==> src/design/gwtc_pkg.sv <==
// ----------------------------------------------------------------------------
// gwtc_pkg: shared types and constants for the GPS week to calendar converter
// Request and result layouts, controller states, the command and status
// bundles between controller and datapath, and the month length table.
// ----------------------------------------------------------------------------
`default_nettype none

package gwtc_pkg;

  // Request and result payloads.
  typedef struct packed {
    logic [15:0] week_number;
    logic [30:0] week_time_ms;
  } in_item_t;

  typedef struct packed {
    logic [7:0] year_since_2000;
    logic [3:0] month_number;
    logic [4:0] day_of_month;
    logic [4:0] hour_of_day;
    logic [5:0] minute_of_hour;
    logic [5:0] second_of_minute;
  } out_item_t;

  // Time constants.
  localparam int unsigned MsPerSecond    = 1000;
  localparam int unsigned SecondsPerWeek = 604800;
  localparam int unsigned SecondsPerDay  = 86400;
  localparam int unsigned SecondsPerHour = 3600;
  localparam int unsigned SecondsPerMin  = 60;
  localparam int unsigned EpochYear      = 1980;
  localparam int unsigned EpochDayOffset = 5;
  localparam int unsigned BaseYear       = 2000;
  localparam int unsigned LeapYearDays   = 366;
  localparam int unsigned CommonYearDays = 365;
  localparam logic [3:0]  LastMonth      = 4'd12;
  localparam logic [3:0]  February       = 4'd2;

  // Milliseconds to seconds: with y = ms >> 3 (28 bits), y / 125 equals
  // (y * MsPerSecondRecip) >> MsRecipShift for every 31-bit millisecond count.
  localparam logic [28:0] MsPerSecondRecip = 29'd274877907;
  localparam int unsigned MsRecipShift     = 35;

  // Controller states.
  typedef enum logic [3:0] {
    IDLE,
    DIVIDE,
    FOLD,
    LOOKUP,
    YEAR_SCAN,
    MONTH_SCAN,
    DAY_CARRY,
    HOUR_COUNT,
    MINUTE_COUNT,
    DELIVER
  } state_t;

  // Commands from controller to datapath.
  typedef struct packed {
    logic load;
    logic div_step;
    logic fold;
    logic lookup;
    logic year_step;
    logic month_step;
    logic month_fin;
    logic day_step;
    logic hour_step;
    logic minute_step;
    logic out_load;
  } cmd_t;

  // Status from datapath to controller.
  typedef struct packed {
    logic cache_hit;
    logic year_done;
    logic month_done;
    logic day_done;
    logic hour_done;
    logic minute_done;
  } status_t;

  // Days in a month; leap years follow the divisible-by-four rule only.
  function automatic logic [4:0] month_len(input logic leap, input logic [3:0] month);
    logic [4:0] len;
    begin
      unique case (month)
        4'd1, 4'd3, 4'd5, 4'd7, 4'd8, 4'd10, 4'd12: len = 5'd31;
        4'd4, 4'd6, 4'd9, 4'd11:                    len = 5'd30;
        February:                                   len = leap ? 5'd29 : 5'd28;
        default:                                    len = 5'd31;
      endcase
      return len;
    end
  endfunction

endpackage

`default_nettype wire

==> src/design/gwtc_ctrl.sv <==
// ----------------------------------------------------------------------------
// gwtc_ctrl: sequencing controller
// Walks each request through division, week fold, cache lookup, year and
// month scans (skipped on a cache hit), day carry and hour/minute counting,
// then hands the result to the output register.
// ----------------------------------------------------------------------------
`default_nettype none

module gwtc_ctrl (
  input  wire               clk,
  input  wire               rst,
  input  wire               in_valid,
  output logic              in_ready,
  output logic              out_valid,
  input  wire               out_ready,
  input  gwtc_pkg::status_t status,
  output gwtc_pkg::cmd_t    cmd
);
  import gwtc_pkg::*;

  state_t state;
  state_t state_next;
  logic   out_valid_next;

  // State register and output valid flag.
  always_ff @(posedge clk) begin
    if (rst) begin
      state     <= IDLE;
      out_valid <= 1'b0;
    end else begin
      state     <= state_next;
      out_valid <= out_valid_next;
    end
  end

  // Next state.
  always_comb begin
    state_next = state;
    unique case (state)
      IDLE:         if (in_valid)           state_next = DIVIDE;
      DIVIDE:                               state_next = FOLD;
      FOLD:                                 state_next = LOOKUP;
      LOOKUP:       state_next = status.cache_hit ? DAY_CARRY : YEAR_SCAN;
      YEAR_SCAN:    if (status.year_done)   state_next = MONTH_SCAN;
      MONTH_SCAN:   if (status.month_done)  state_next = DAY_CARRY;
      DAY_CARRY:    if (status.day_done)    state_next = HOUR_COUNT;
      HOUR_COUNT:   if (status.hour_done)   state_next = MINUTE_COUNT;
      MINUTE_COUNT: if (status.minute_done) state_next = DELIVER;
      DELIVER:      if (!out_valid || out_ready) state_next = IDLE;
      default:                              state_next = IDLE;
    endcase
  end

  // Outputs: commands, ready and the result valid flag.
  always_comb begin
    cmd             = '0;
    in_ready        = (state == IDLE);
    cmd.load        = (state == IDLE) && in_valid;
    cmd.div_step    = (state == DIVIDE);
    cmd.fold        = (state == FOLD);
    cmd.lookup      = (state == LOOKUP);
    cmd.year_step   = (state == YEAR_SCAN) && !status.year_done;
    cmd.month_step  = (state == MONTH_SCAN) && !status.month_done;
    cmd.month_fin   = (state == MONTH_SCAN) && status.month_done;
    cmd.day_step    = (state == DAY_CARRY) && !status.day_done;
    cmd.hour_step   = (state == HOUR_COUNT) && !status.hour_done;
    cmd.minute_step = (state == MINUTE_COUNT) && !status.minute_done;
    cmd.out_load    = (state == DELIVER) && (!out_valid || out_ready);
    if (cmd.out_load) begin
      out_valid_next = 1'b1;
    end else if (out_ready) begin
      out_valid_next = 1'b0;
    end else begin
      out_valid_next = out_valid;
    end
  end

endmodule

`default_nettype wire

==> src/design/gwtc_dp.sv <==
// ----------------------------------------------------------------------------
// gwtc_dp: conversion datapath
// Holds the working registers, the reciprocal multiplier that turns
// milliseconds into seconds, the week date cache and the output register,
// stepping on controller commands.
// ----------------------------------------------------------------------------
`default_nettype none

module gwtc_dp (
  input  wire                 clk,
  input  wire                 rst,
  input  gwtc_pkg::in_item_t  in_data,
  input  gwtc_pkg::cmd_t      cmd,
  output gwtc_pkg::status_t   status,
  output gwtc_pkg::out_item_t out_data
);
  import gwtc_pkg::*;

  // Working registers.
  logic [27:0] ms_eighths;
  logic [21:0] secs;
  logic [15:0] week;
  logic [18:0] days;
  logic [11:0] year;
  logic [3:0]  month;
  logic [4:0]  day;
  logic [4:0]  hour;
  logic [5:0]  minute;

  // Cached start-of-week date.
  logic        cache_valid;
  logic [15:0] cache_week;
  logic [11:0] cache_year;
  logic [3:0]  cache_month;
  logic [4:0]  cache_day;

  // Combinational helpers.
  logic [56:0] ms_prod;
  logic [8:0]  year_len;
  logic [4:0]  mlen;
  logic [5:0]  day_inc;
  logic [18:0] week_days;

  // Reciprocal product (28 by 29 bits), year and month lengths, day increment, epoch day count.
  always_comb begin
    ms_prod   = {29'd0, ms_eighths} * {28'd0, MsPerSecondRecip};
    year_len  = (year[1:0] == 2'b00) ? 9'(LeapYearDays) : 9'(CommonYearDays);
    mlen      = month_len(year[1:0] == 2'b00, month);
    day_inc   = {1'b0, day} + 6'd1;
    week_days = 19'({week, 3'b000}) - 19'(week) + 19'(EpochDayOffset);
  end

  // Status back to the controller.
  always_comb begin
    status.cache_hit   = cache_valid && (cache_week == week);
    status.year_done   = (days < 19'(year_len));
    status.month_done  = !((month < LastMonth) && (days >= 19'(mlen)));
    status.day_done    = (secs < 22'(SecondsPerDay));
    status.hour_done   = (secs < 22'(SecondsPerHour));
    status.minute_done = (secs < 22'(SecondsPerMin));
  end

  // Cache valid flag is control state.
  always_ff @(posedge clk) begin
    if (rst) begin
      cache_valid <= 1'b0;
    end else if (cmd.month_fin) begin
      cache_valid <= 1'b1;
    end
  end

  // Cache contents, written when a fresh week date is found.
  always_ff @(posedge clk) begin
    if (cmd.month_fin) begin
      cache_week  <= week;
      cache_year  <= year;
      cache_month <= month;
      cache_day   <= 5'(days + 19'd1);
    end
  end

  // Working registers.
  always_ff @(posedge clk) begin
    if (cmd.load) begin
      ms_eighths <= in_data.week_time_ms[30:3];
      week       <= in_data.week_number;
      secs       <= '0;
      hour       <= '0;
      minute     <= '0;
    end
    // Whole seconds of the time of week from the reciprocal product.
    if (cmd.div_step) begin
      secs <= ms_prod[MsRecipShift +: 22];
    end
    // Fold a whole week of seconds into the week number.
    if (cmd.fold && (secs >= 22'(SecondsPerWeek))) begin
      secs <= secs - 22'(SecondsPerWeek);
      week <= week + 16'd1;
    end
    // Take the date from the cache or start the scan from the epoch.
    if (cmd.lookup) begin
      if (status.cache_hit) begin
        year  <= cache_year;
        month <= cache_month;
        day   <= cache_day;
      end else begin
        days  <= week_days;
        year  <= 12'(EpochYear);
        month <= 4'd1;
      end
    end
    if (cmd.year_step) begin
      days <= days - 19'(year_len);
      year <= year + 12'd1;
    end
    if (cmd.month_step) begin
      days  <= days - 19'(mlen);
      month <= month + 4'd1;
    end
    if (cmd.month_fin) begin
      day <= 5'(days + 19'd1);
    end
    // Carry whole days of the time of week into the date.
    if (cmd.day_step) begin
      secs <= secs - 22'(SecondsPerDay);
      if (day_inc > {1'b0, mlen}) begin
        day <= 5'd1;
        if (month == LastMonth) begin
          month <= 4'd1;
          year  <= year + 12'd1;
        end else begin
          month <= month + 4'd1;
        end
      end else begin
        day <= day_inc[4:0];
      end
    end
    if (cmd.hour_step) begin
      secs <= secs - 22'(SecondsPerHour);
      hour <= hour + 5'd1;
    end
    if (cmd.minute_step) begin
      secs   <= secs - 22'(SecondsPerMin);
      minute <= minute + 6'd1;
    end
  end

  // Output register.
  always_ff @(posedge clk) begin
    if (cmd.out_load) begin
      out_data.year_since_2000  <= 8'(year - 12'(BaseYear));
      out_data.month_number     <= month;
      out_data.day_of_month     <= day;
      out_data.hour_of_day      <= hour;
      out_data.minute_of_hour   <= minute;
      out_data.second_of_minute <= secs[5:0];
    end
  end

endmodule

`default_nettype wire

==> src/design/gps_week_to_calendar_time.sv <==
// ----------------------------------------------------------------------------
// gps_week_to_calendar_time: GPS week and time of week to calendar date
// Top level joining the sequencing controller and the conversion datapath.
// ----------------------------------------------------------------------------
// Converts a GPS week number and millisecond time of week into year (minus
// 2000, modulo 256), month, day, hour, minute and second, leap seconds
// ignored and leap years by the divisible-by-four rule. One request is
// processed at a time. After acceptance, a request passes through the
// millisecond-to-second reciprocal multiply, the week fold and the cache
// lookup; then, on a week other than the cached one, a year scan that steps
// one year at a time from 1980 and the month scan; after that the day
// carry (a time of week near the 31-bit limit leaves 17 whole days after the
// fold), hour and minute counting and delivery. The finished result sits in
// an output register, so a new request is taken while it waits.
`default_nettype none

module gps_week_to_calendar_time (
  input  wire                 clk,
  input  wire                 rst,
  input  wire                 in_valid,
  output logic                in_ready,
  input  gwtc_pkg::in_item_t  in_data,
  output logic                out_valid,
  input  wire                 out_ready,
  output gwtc_pkg::out_item_t out_data
);
  import gwtc_pkg::*;

  cmd_t    cmd;
  status_t status;

  // Controller.
  gwtc_ctrl u_ctrl (
    .clk       (clk),
    .rst       (rst),
    .in_valid  (in_valid),
    .in_ready  (in_ready),
    .out_valid (out_valid),
    .out_ready (out_ready),
    .status    (status),
    .cmd       (cmd)
  );

  // Datapath.
  gwtc_dp u_dp (
    .clk      (clk),
    .rst      (rst),
    .in_data  (in_data),
    .cmd      (cmd),
    .status   (status),
    .out_data (out_data)
  );

  // A delivered time of day is always in range.
  assert property (@(posedge clk) disable iff (rst)
    out_valid |-> (out_data.hour_of_day < 5'd24) && (out_data.minute_of_hour < 6'd60)
                  && (out_data.second_of_minute < 6'd60))
    else $error("result time of day out of range");

  // A delivered date has a real month and day.
  assert property (@(posedge clk) disable iff (rst)
    out_valid |-> (out_data.month_number >= 4'd1) && (out_data.month_number <= 4'd12)
                  && (out_data.day_of_month >= 5'd1))
    else $error("result date out of range");

  // Once a request is taken, the block is busy on the next cycle.
  assert property (@(posedge clk) disable iff (rst)
    (in_valid && in_ready) |=> !in_ready)
    else $error("request accepted while a conversion is starting");

  // The output register only loads when it is free or being emptied.
  assert property (@(posedge clk) disable iff (rst)
    cmd.out_load |-> (!out_valid || out_ready))
    else $error("output register overwritten before it was taken");

endmodule

`default_nettype wire

==> config.mk <==
export PLATFORM = sky130hd
export DESIGN_NAME = gps_week_to_calendar_time
export DESIGN_NICKNAME = d
export VERILOG_FILES = /design/src/design/gwtc_pkg.sv /design/src/design/gwtc_ctrl.sv /design/src/design/gwtc_dp.sv /design/src/design/gps_week_to_calendar_time.sv
export SDC_FILE = /design/constraint.sdc
export NUM_CORES = 1
export LEC_CHECK = 0
export CAP_MARGIN = 40
export CORE_ASPECT_RATIO = 1.2
export CORE_MARGIN = 2
export CORE_UTILIZATION = 55
export CTS_BUF_LIST = sky130_fd_sc_hd__clkbuf_8
export DETAILED_ROUTE_END_ITERATION = 6
export DONT_BUFFER_PORTS = 1
export GPL_ROUTABILITY_DRIVEN = 0
export PLACE_DENSITY = 0.7
export SYNTH_ARGS = -nofsm -noshare
export SYNTH_HDL_FRONTEND = slang
export SYNTH_HIERARCHICAL = 1
export SYNTH_SLANG_ARGS = --single-unit
export TNS_END_PERCENT = 30
==> constraint.sdc <==
create_clock -name clk -period 8.05 [get_ports clk]
set_clock_uncertainty 0.2 [all_clocks]
set_input_delay 1.61 -clock clk [delete_from_list [all_inputs] [get_ports clk]]
set_output_delay 1.61 -clock clk [all_outputs]
set_load 0.005 [all_outputs]
==> results of run 1 <==
state kept, by name, summed over array words and instances, names as in the netlist:
| signal | cells |
|---|---|
| u_ctrl/out_valid | 1 |
| u_ctrl/state | 4 |
| u_dp/cache_day | 5 |
| u_dp/cache_month | 4 |
| u_dp/cache_valid | 1 |
| u_dp/cache_week | 16 |
| u_dp/cache_year | 8 |
| u_dp/day | 5 |
| u_dp/days | 19 |
| u_dp/hour | 5 |
| u_dp/minute | 6 |
| u_dp/month | 4 |
| u_dp/ms_eighths | 28 |
| u_dp/out_data | 34 |
| u_dp/secs | 22 |
| u_dp/week | 16 |
| u_dp/year | 8 |
Yosys cell counts (4+ instances only):
cell type and count:
clkbuf_1 38, a211oi_1 21, a31oi_1 14, o211ai_1 14, and2_1 14, mux2i_1 8, a21oi_1 97, nor2_1 100
o21ai_1 14, or2_2 12, dfxtp_1 18, nor3_1 37, o22ai_1 7, ha_1 348, o221ai_1 6, o21ai_0 81
nor2b_1 11, edfxtp_1 168, o21a_1 16, nor4_1 12, nand3_1 58, inv_1 504, buf_2 7, a21o_1 28
fa_1 250, nand2_1 113, mux2_2 4, nand2b_1 17, o21bai_1 9, a221oi_1 9, xnor2_1 104, o31ai_1 7
xor2_1 28, buf_1 7, and3_1 21, or3_1 11, nand4_1 16
through the flow:
stage | area, sq um | setup slack, ps
after global placement | 23500 | 426
after CTS | 24000 | 376
after floorplan | 22900 | 1020
final | 24000 | 371
after global routing | 24000 | 13.4
after detailed placement | 23600 | 409
layout make-up:
class                      count  area (sq um)
multi-input combinational   1568         15400
clock buffer                  17           234
inverter                     505          1900
tap                          539           674
sequential                   186          5410
fill                        3469         16900
timing repair buffer          25           220
clock inverter                15           185
layout by cell type (no fill, tap or decap), drive strengths merged, types with 12 or more instances in the layout:
| master | instances |
|---|---|
| a211oi | 21 |
| a21o | 28 |
| a21oi | 100 |
| a31oi | 14 |
| and2 | 15 |
| and3 | 21 |
| buf | 25 |
| clkbuf | 17 |
| dfxtp | 18 |
| edfxtp | 168 |
| fa | 250 |
| ha | 348 |
| inv | 510 |
| nand2 | 114 |
| nand2b | 17 |
| nand3 | 59 |
| nand4 | 17 |
| nor2 | 100 |
| nor3 | 38 |
| nor4 | 13 |
| o211ai | 14 |
| o21a | 16 |
| o21ai | 96 |
| or2 | 12 |
| xnor2 | 104 |
| xor2 | 28 |
worst register-to-register path: stages, from the launching register on:
cell and delay [ps]:
edfxtp_1 680, inv_1 90, ha_1 350, xnor2_1 250
ha_1 230, nor2_1 80, xnor2_1 250, ha_1 300
fa_1 520, fa_1 520, fa_1 560, inv_1 60
fa_1 550, inv_1 50, ha_1 320, nand4_1 310
nor4_4 520, a22oi_2 110, a21oi_2 250, o21ai_2 180
o31ai_4 460, a211oi_1 160, nand4_1 110, or3b_1 350
layer usage:
layer | part of all wire (%) | track usage, % | routed length, microns
met2 | 52 | 49.1 | 28300
met5 | 0 | 0 | 0
met4 | 6.6 | 17.3 | 3630
met3 | 3.8 | 3.33 | 2060
met1 | 38 | 30.1 | 20800
logic make-up after synthesis:
| logic type | share of synthesized area (%) |
|---|---|
| AO/OA/AOI/OAI | 10.9 |
| XOR/XNOR | 5.05 |
| adder cells (fa/ha/maj) | 40.9 |
| buffers and inverters | 9.29 |
| flip-flops | 23.6 |
| multiplexers | 0.596 |
| AND/OR/NAND/NOR | 9.66 |
path summary, 6_finish.rpt:
path / endpoint / slack, ps / depth (start not counted)
setup / recovery: u_dp/secs[20] / 370 / 23
hold / removal: u_dp/year[7] / 290 / 1
setup reg to reg: u_dp/secs[20] / 370 / 23
hold reg to reg: u_dp/year[7] / 290 / 1
==> metrics.md, run 1 <==
| Metric | Value |
|---|---|
| Outcome | `finished, final reports clean` |
| Root buffer cell | `clkbuf_8` |
| Row cnt | `81` |
| Post-Syn Instances | `2,314` |
| Port Buffers | `0` |
| Global-route wire length before repair | `90,100 microns` |
| Max Fclk | `130 MHz` |
| WL/cell | `19.2 microns` |
| Routed vias | `16,255` |
| Least-Margin Pin Slew | `869 ps` |
| Die Y | `227 microns` |
| # Post-CTS Setup Buffers | `0` |
| Final Core Density | `58.6%` |
| Initial core utilization | `55.9%` |
| Synth top area cells | `edfxtp_1, fa_1, ha_1` |
| Hold Startpoint | `u_dp/cache_year[7]` |
| Largest net degree at the start of global routing | `43` |
| Post-synth net total | `2,963` |
| Vias per cell | `5.69` |
| Share of cells above drive strength 1 | `4.49%` |
| Final Non-Filler Cells | `2,855` |
| Count of buffer and inverter cells on the critical path | `3` |
| Crit path cell chain | `inv_1, ha_1, xnor2_1, ha_1, nor2_1, xnor2_1, ha_1, fa_1, fa_1, fa_1, inv_1, fa_1, inv_1, ha_1, nand4_1, nor4_4, a22oi_2, a21oi_2, o21ai_2, o31ai_4, a211oi_1, nand4_1, or3b_1` |
| Die ar. | `43,300 sq um` |
| CTS max path bufs | `2` |
| Synth top area share | `22.0%` |
| CP delay by family, top | `adder cells` |
| DR iter-0 viols | `846` |
| Initial antenna violation count | `0` |
| Max Cap Violations | `0` |
| Setup Crit Path Kind | `reg -> reg` |
| Arr. time, crit path | `7760 ps` |
| CTS tree | `built` |
| Placed Cells | `2,823` |
| Ys flop type | `edfxtp_1` |
| Seq/Total Area, Yosys | `23.6%` |
| Post-synth ARST share | `0%` |
| Area delta synth->final | `4.91%` |
| Worst skew pair latency | `540 ps` |
| CP max-delay cell | `edfxtp_1` |
| Routed Antenna Nets | `0` |
| Final setup viols | `0` |
| Number of global-route vias before repair | `17,300` |
| Post-synth top area cell | `edfxtp_1` |
| Yosys reg bits | `186` |
| Slew Limit Headroom | `42.1%` |
| Clk slew on worst S/H paths | `110 ps` |
| Yosys cell types | `92` |
| Period utilisation layout | `95.4%` |
| Io pins | `87` |
| Post-CTS Resized | `0` |
| Setup crit end kind | `flop` |
| # clock sinks | `186` |
| Final hold viol count | `0` |
| Inserted Diodes | `0` |
| Drt drc | `0` |
| Unrepaired setup endpoints after global routing | `false` |
| Drt pass-1 iters | `5` |
| Total GRT Usage | `27.1%` |
| CTS H-tree lvls | `4` |
| CP Launch Type | `flop` |
| EDFF count, synth | `168` |
| Max stage delay on crit path | `680 ps` |
| Hold Crit Class | `reg -> reg` |
| TritonCTS Buffers | `17` |
| Core area | `40,900 sq um` |
| Critical path peak fanout | `10` |
| CP Launch Point | `u_dp/ms_eighths[26]` |
| Post-CTS Hold Buffers | `0` |
| Total grt overflow | `0` |
| Worst EP required | `8130 ps` |
| Max Slew Vio Count | `0` |
| Fin crit period | `7680 ps` |
| WHS | `289 ps` |
| Die W | `190 microns` |
| Layout Nets | `2,952` |
| Detailed placement HPWL | `45,200 microns` |
| Yosys warns | `6` |
| Final WL | `54,800 microns` |
| Setup TNS | `0 ps` |
| Mapped Area | `22,900 sq um` |
| R2R Path Start | `u_dp/ms_eighths[26]` |
| Syn Area/Cell | `9.89 sq um` |
Power of run 1 is left out: the tool's default activity adds up to more than one toggle a clock period on the data nets, which glitch-free logic cannot reach.
==> run 2, diff against run 1 <==
- CORE_UTILIZATION: 55 -> 37
- PLACE_DENSITY: 0.7 -> default
==> metrics.md, run 2 (synthesis gave the netlist of run 1 again) <==
| Metric | Value |
|---|---|
| Final WL | `56,900 microns (was 54,800 microns)` |
| Core area | `60,900 sq um (was 40,900 sq um)` |
| Detailed placement HPWL | `47,000 microns (was 45,200 microns)` |
| Arr. time, crit path | `7830 ps (was 7760 ps)` |
| Leading cell types in the layout, fill and taps excluded | `inv_1, ha_1, fa_1, edfxtp_1, nand2_1 (unchanged)` |
| CTS tree | `built (unchanged)` |
| Number of global-route vias before repair | `17,262 (was 17,300)` |
| Setup Crit Path Kind | `reg -> reg (unchanged)` |
| R2R Path Start | `u_dp/ms_eighths[18] (was u_dp/ms_eighths[26])` |
| Drt pass-1 iters | `5 (unchanged)` |
| Io pins | `87 (unchanged)` |
| Global-route wire length before repair | `92,400 microns (was 90,100 microns)` |
| CP Launch Point | `u_dp/ms_eighths[18] (was u_dp/ms_eighths[26])` |
| DR iter-0 viols | `1,065 (was 846)` |
| Placed cell area | `23,900 sq um (was 23,600 sq um)` |
| Final worst slack | `366 ps (was 371 ps)` |
| Area delta synth->final | `6.54% (was 4.91%)` |
| Outcome | `finished, final reports clean (unchanged)` |
| Final hold viol count | `0 (unchanged)` |
| Initial antenna violation count | `0 (unchanged)` |
| Largest register FFs | `34 (unchanged)` |
| Setup TNS | `0 ps (unchanged)` |
| Clk slew on worst S/H paths | `120 ps (was 110 ps)` |
| WL/cell | `18.2 microns (was 19.2 microns)` |
| Dpl ws | `351 ps (was 409 ps)` |
| Total grt overflow | `0 (unchanged)` |
| Layout Nets | `2,955 (was 2,952)` |
| Setup crit end kind | `flop (unchanged)` |
| Max Slew Vio Count | `0 (unchanged)` |
| Multi-input gate area | `15,400 sq um (unchanged)` |
| Post-CTS Resized | `0 (unchanged)` |
| Slew Limit Headroom | `45.9% (was 42.1%)` |
| Final Non-Filler Cells | `3,128 (was 2,855)` |
| Worst EP required | `8190 ps (was 8130 ps)` |
| Root buffer cell | `clkbuf_8 (unchanged)` |
| Drt drc | `0 (unchanged)` |
| Die ar. | `63,900 sq um (was 43,300 sq um)` |
| Largest net degree at the start of global routing | `41 (was 43)` |
| Post-CTS Hold Buffers | `0 (unchanged)` |
| Die W | `231 microns (was 190 microns)` |
| Fillers | `5,952 (was 3,469)` |
| FF+latch area | `5410 sq um (unchanged)` |
| Initial core utilization | `37.6% (was 55.9%)` |
| Routed vias | `15,926 (was 16,255)` |
| Commonest non-fill, non-tap cell in the layout | `inv_1 (unchanged)` |
| CTS H-tree lvls | `4 (unchanged)` |
| Least-Margin Pin Slew | `809 ps (was 869 ps)` |
| Max Fclk | `130 MHz (about the same)` |
| Final setup viols | `0 (unchanged)` |
| Critical path peak fanout | `8 (was 10)` |
| TritonCTS Buffers | `17 (unchanged)` |
| Row cnt | `99 (was 81)` |
| Worst skew pair latency | `580 ps (was 540 ps)` |
| Placed Cells | `3,095 (was 2,823)` |
| Post-route cell area | `24,400 sq um (was 24,000 sq um)` |
| Hold Crit Class | `reg -> reg (unchanged)` |
| # clock sinks | `186 (unchanged)` |
| Share of cells above drive strength 1 | `4.66% (was 4.49%)` |
| Port Buffers | `0 (unchanged)` |
| # Post-CTS Setup Buffers | `0 (unchanged)` |
| Period utilisation layout | `95.5% (was 95.4%)` |
| Die Y | `276 microns (was 227 microns)` |
| Unrepaired setup endpoints after global routing | `false (unchanged)` |
| CTS max path bufs | `2 (unchanged)` |
| Total GRT Usage | `18.7% (was 27.1%)` |
| Hold Startpoint | `u_dp/cache_year[7] (unchanged)` |
| Vias per cell | `5.09 (was 5.69)` |
| CP Launch Type | `flop (unchanged)` |
| Max Cap Violations | `0 (unchanged)` |
| Routed Antenna Nets | `0 (unchanged)` |
| Fin crit period | `7680 ps (about the same)` |
| Biggest regs | `u_dp/out_data (34), u_dp/ms_eighths (28), u_dp/secs (22) (unchanged)` |
| Top reg by flops | `u_dp/out_data (unchanged)` |
run 2: changes by cell type in the layout (fill, tap and decap cells not counted), sizes merged:
cell / delta
clkinv: +2
buf: +3
diode: +1
inv: -1
clkinvlp: -1
run 2: through the flow:
stage	utilization, %	hold WS [ps]
after global routing	40.0	294
after floorplan	-	218
final	40.0	276
after global placement	39.2	243
after detailed placement	39.3	243
after CTS	40.0	278
run 2: worst paths after layout:
kind | end | slack [ps] | cells past startpoint
max | u_dp/secs[20] | 370 | 22
min | u_dp/year[7] | 280 | 1
max reg2reg | u_dp/secs[20] | 370 | 22
min reg2reg | u_dp/year[7] | 280 | 1
run 2: layout make-up:
type	count	share of cell area [%]
multi-input cells	1568	63.1
flip-flops and latches	186	22.2
inverters	505	7.77
well taps	808	4.15
clock buffers	17	0.960
repair buffers	28	0.903
clock inverters	15	0.898
diodes	1	0.0103
run 2: worst max-delay path: stages (launching register included):
cell and delay, ps:
edfxtp_1 620, ha_1 420, inv_1 90, fa_1 550, inv_1 60, fa_1 430
fa_1 550, inv_1 50, fa_1 470, fa_1 570, inv_1 60, fa_1 530
inv_1 40, ha_1 310, nand4_1 270, nor3_1 490, a22oi_2 160, a21oi_2 270
o21ai_2 160, o31ai_4 490, a211oi_1 170, nand4_1 120, or3b_1 340
run 2: routing by layer:
layer  vias to the layer above  GRT usage, %  share of wire, %
li1                       7708             -                 -
met1                      7793          20.7                39
met2                       314          34.5                53
met3                       111          3.06               3.0
met4                         0          8.62               4.4
met5                         -             0                 0
Power of run 2 is left out for the same reason.
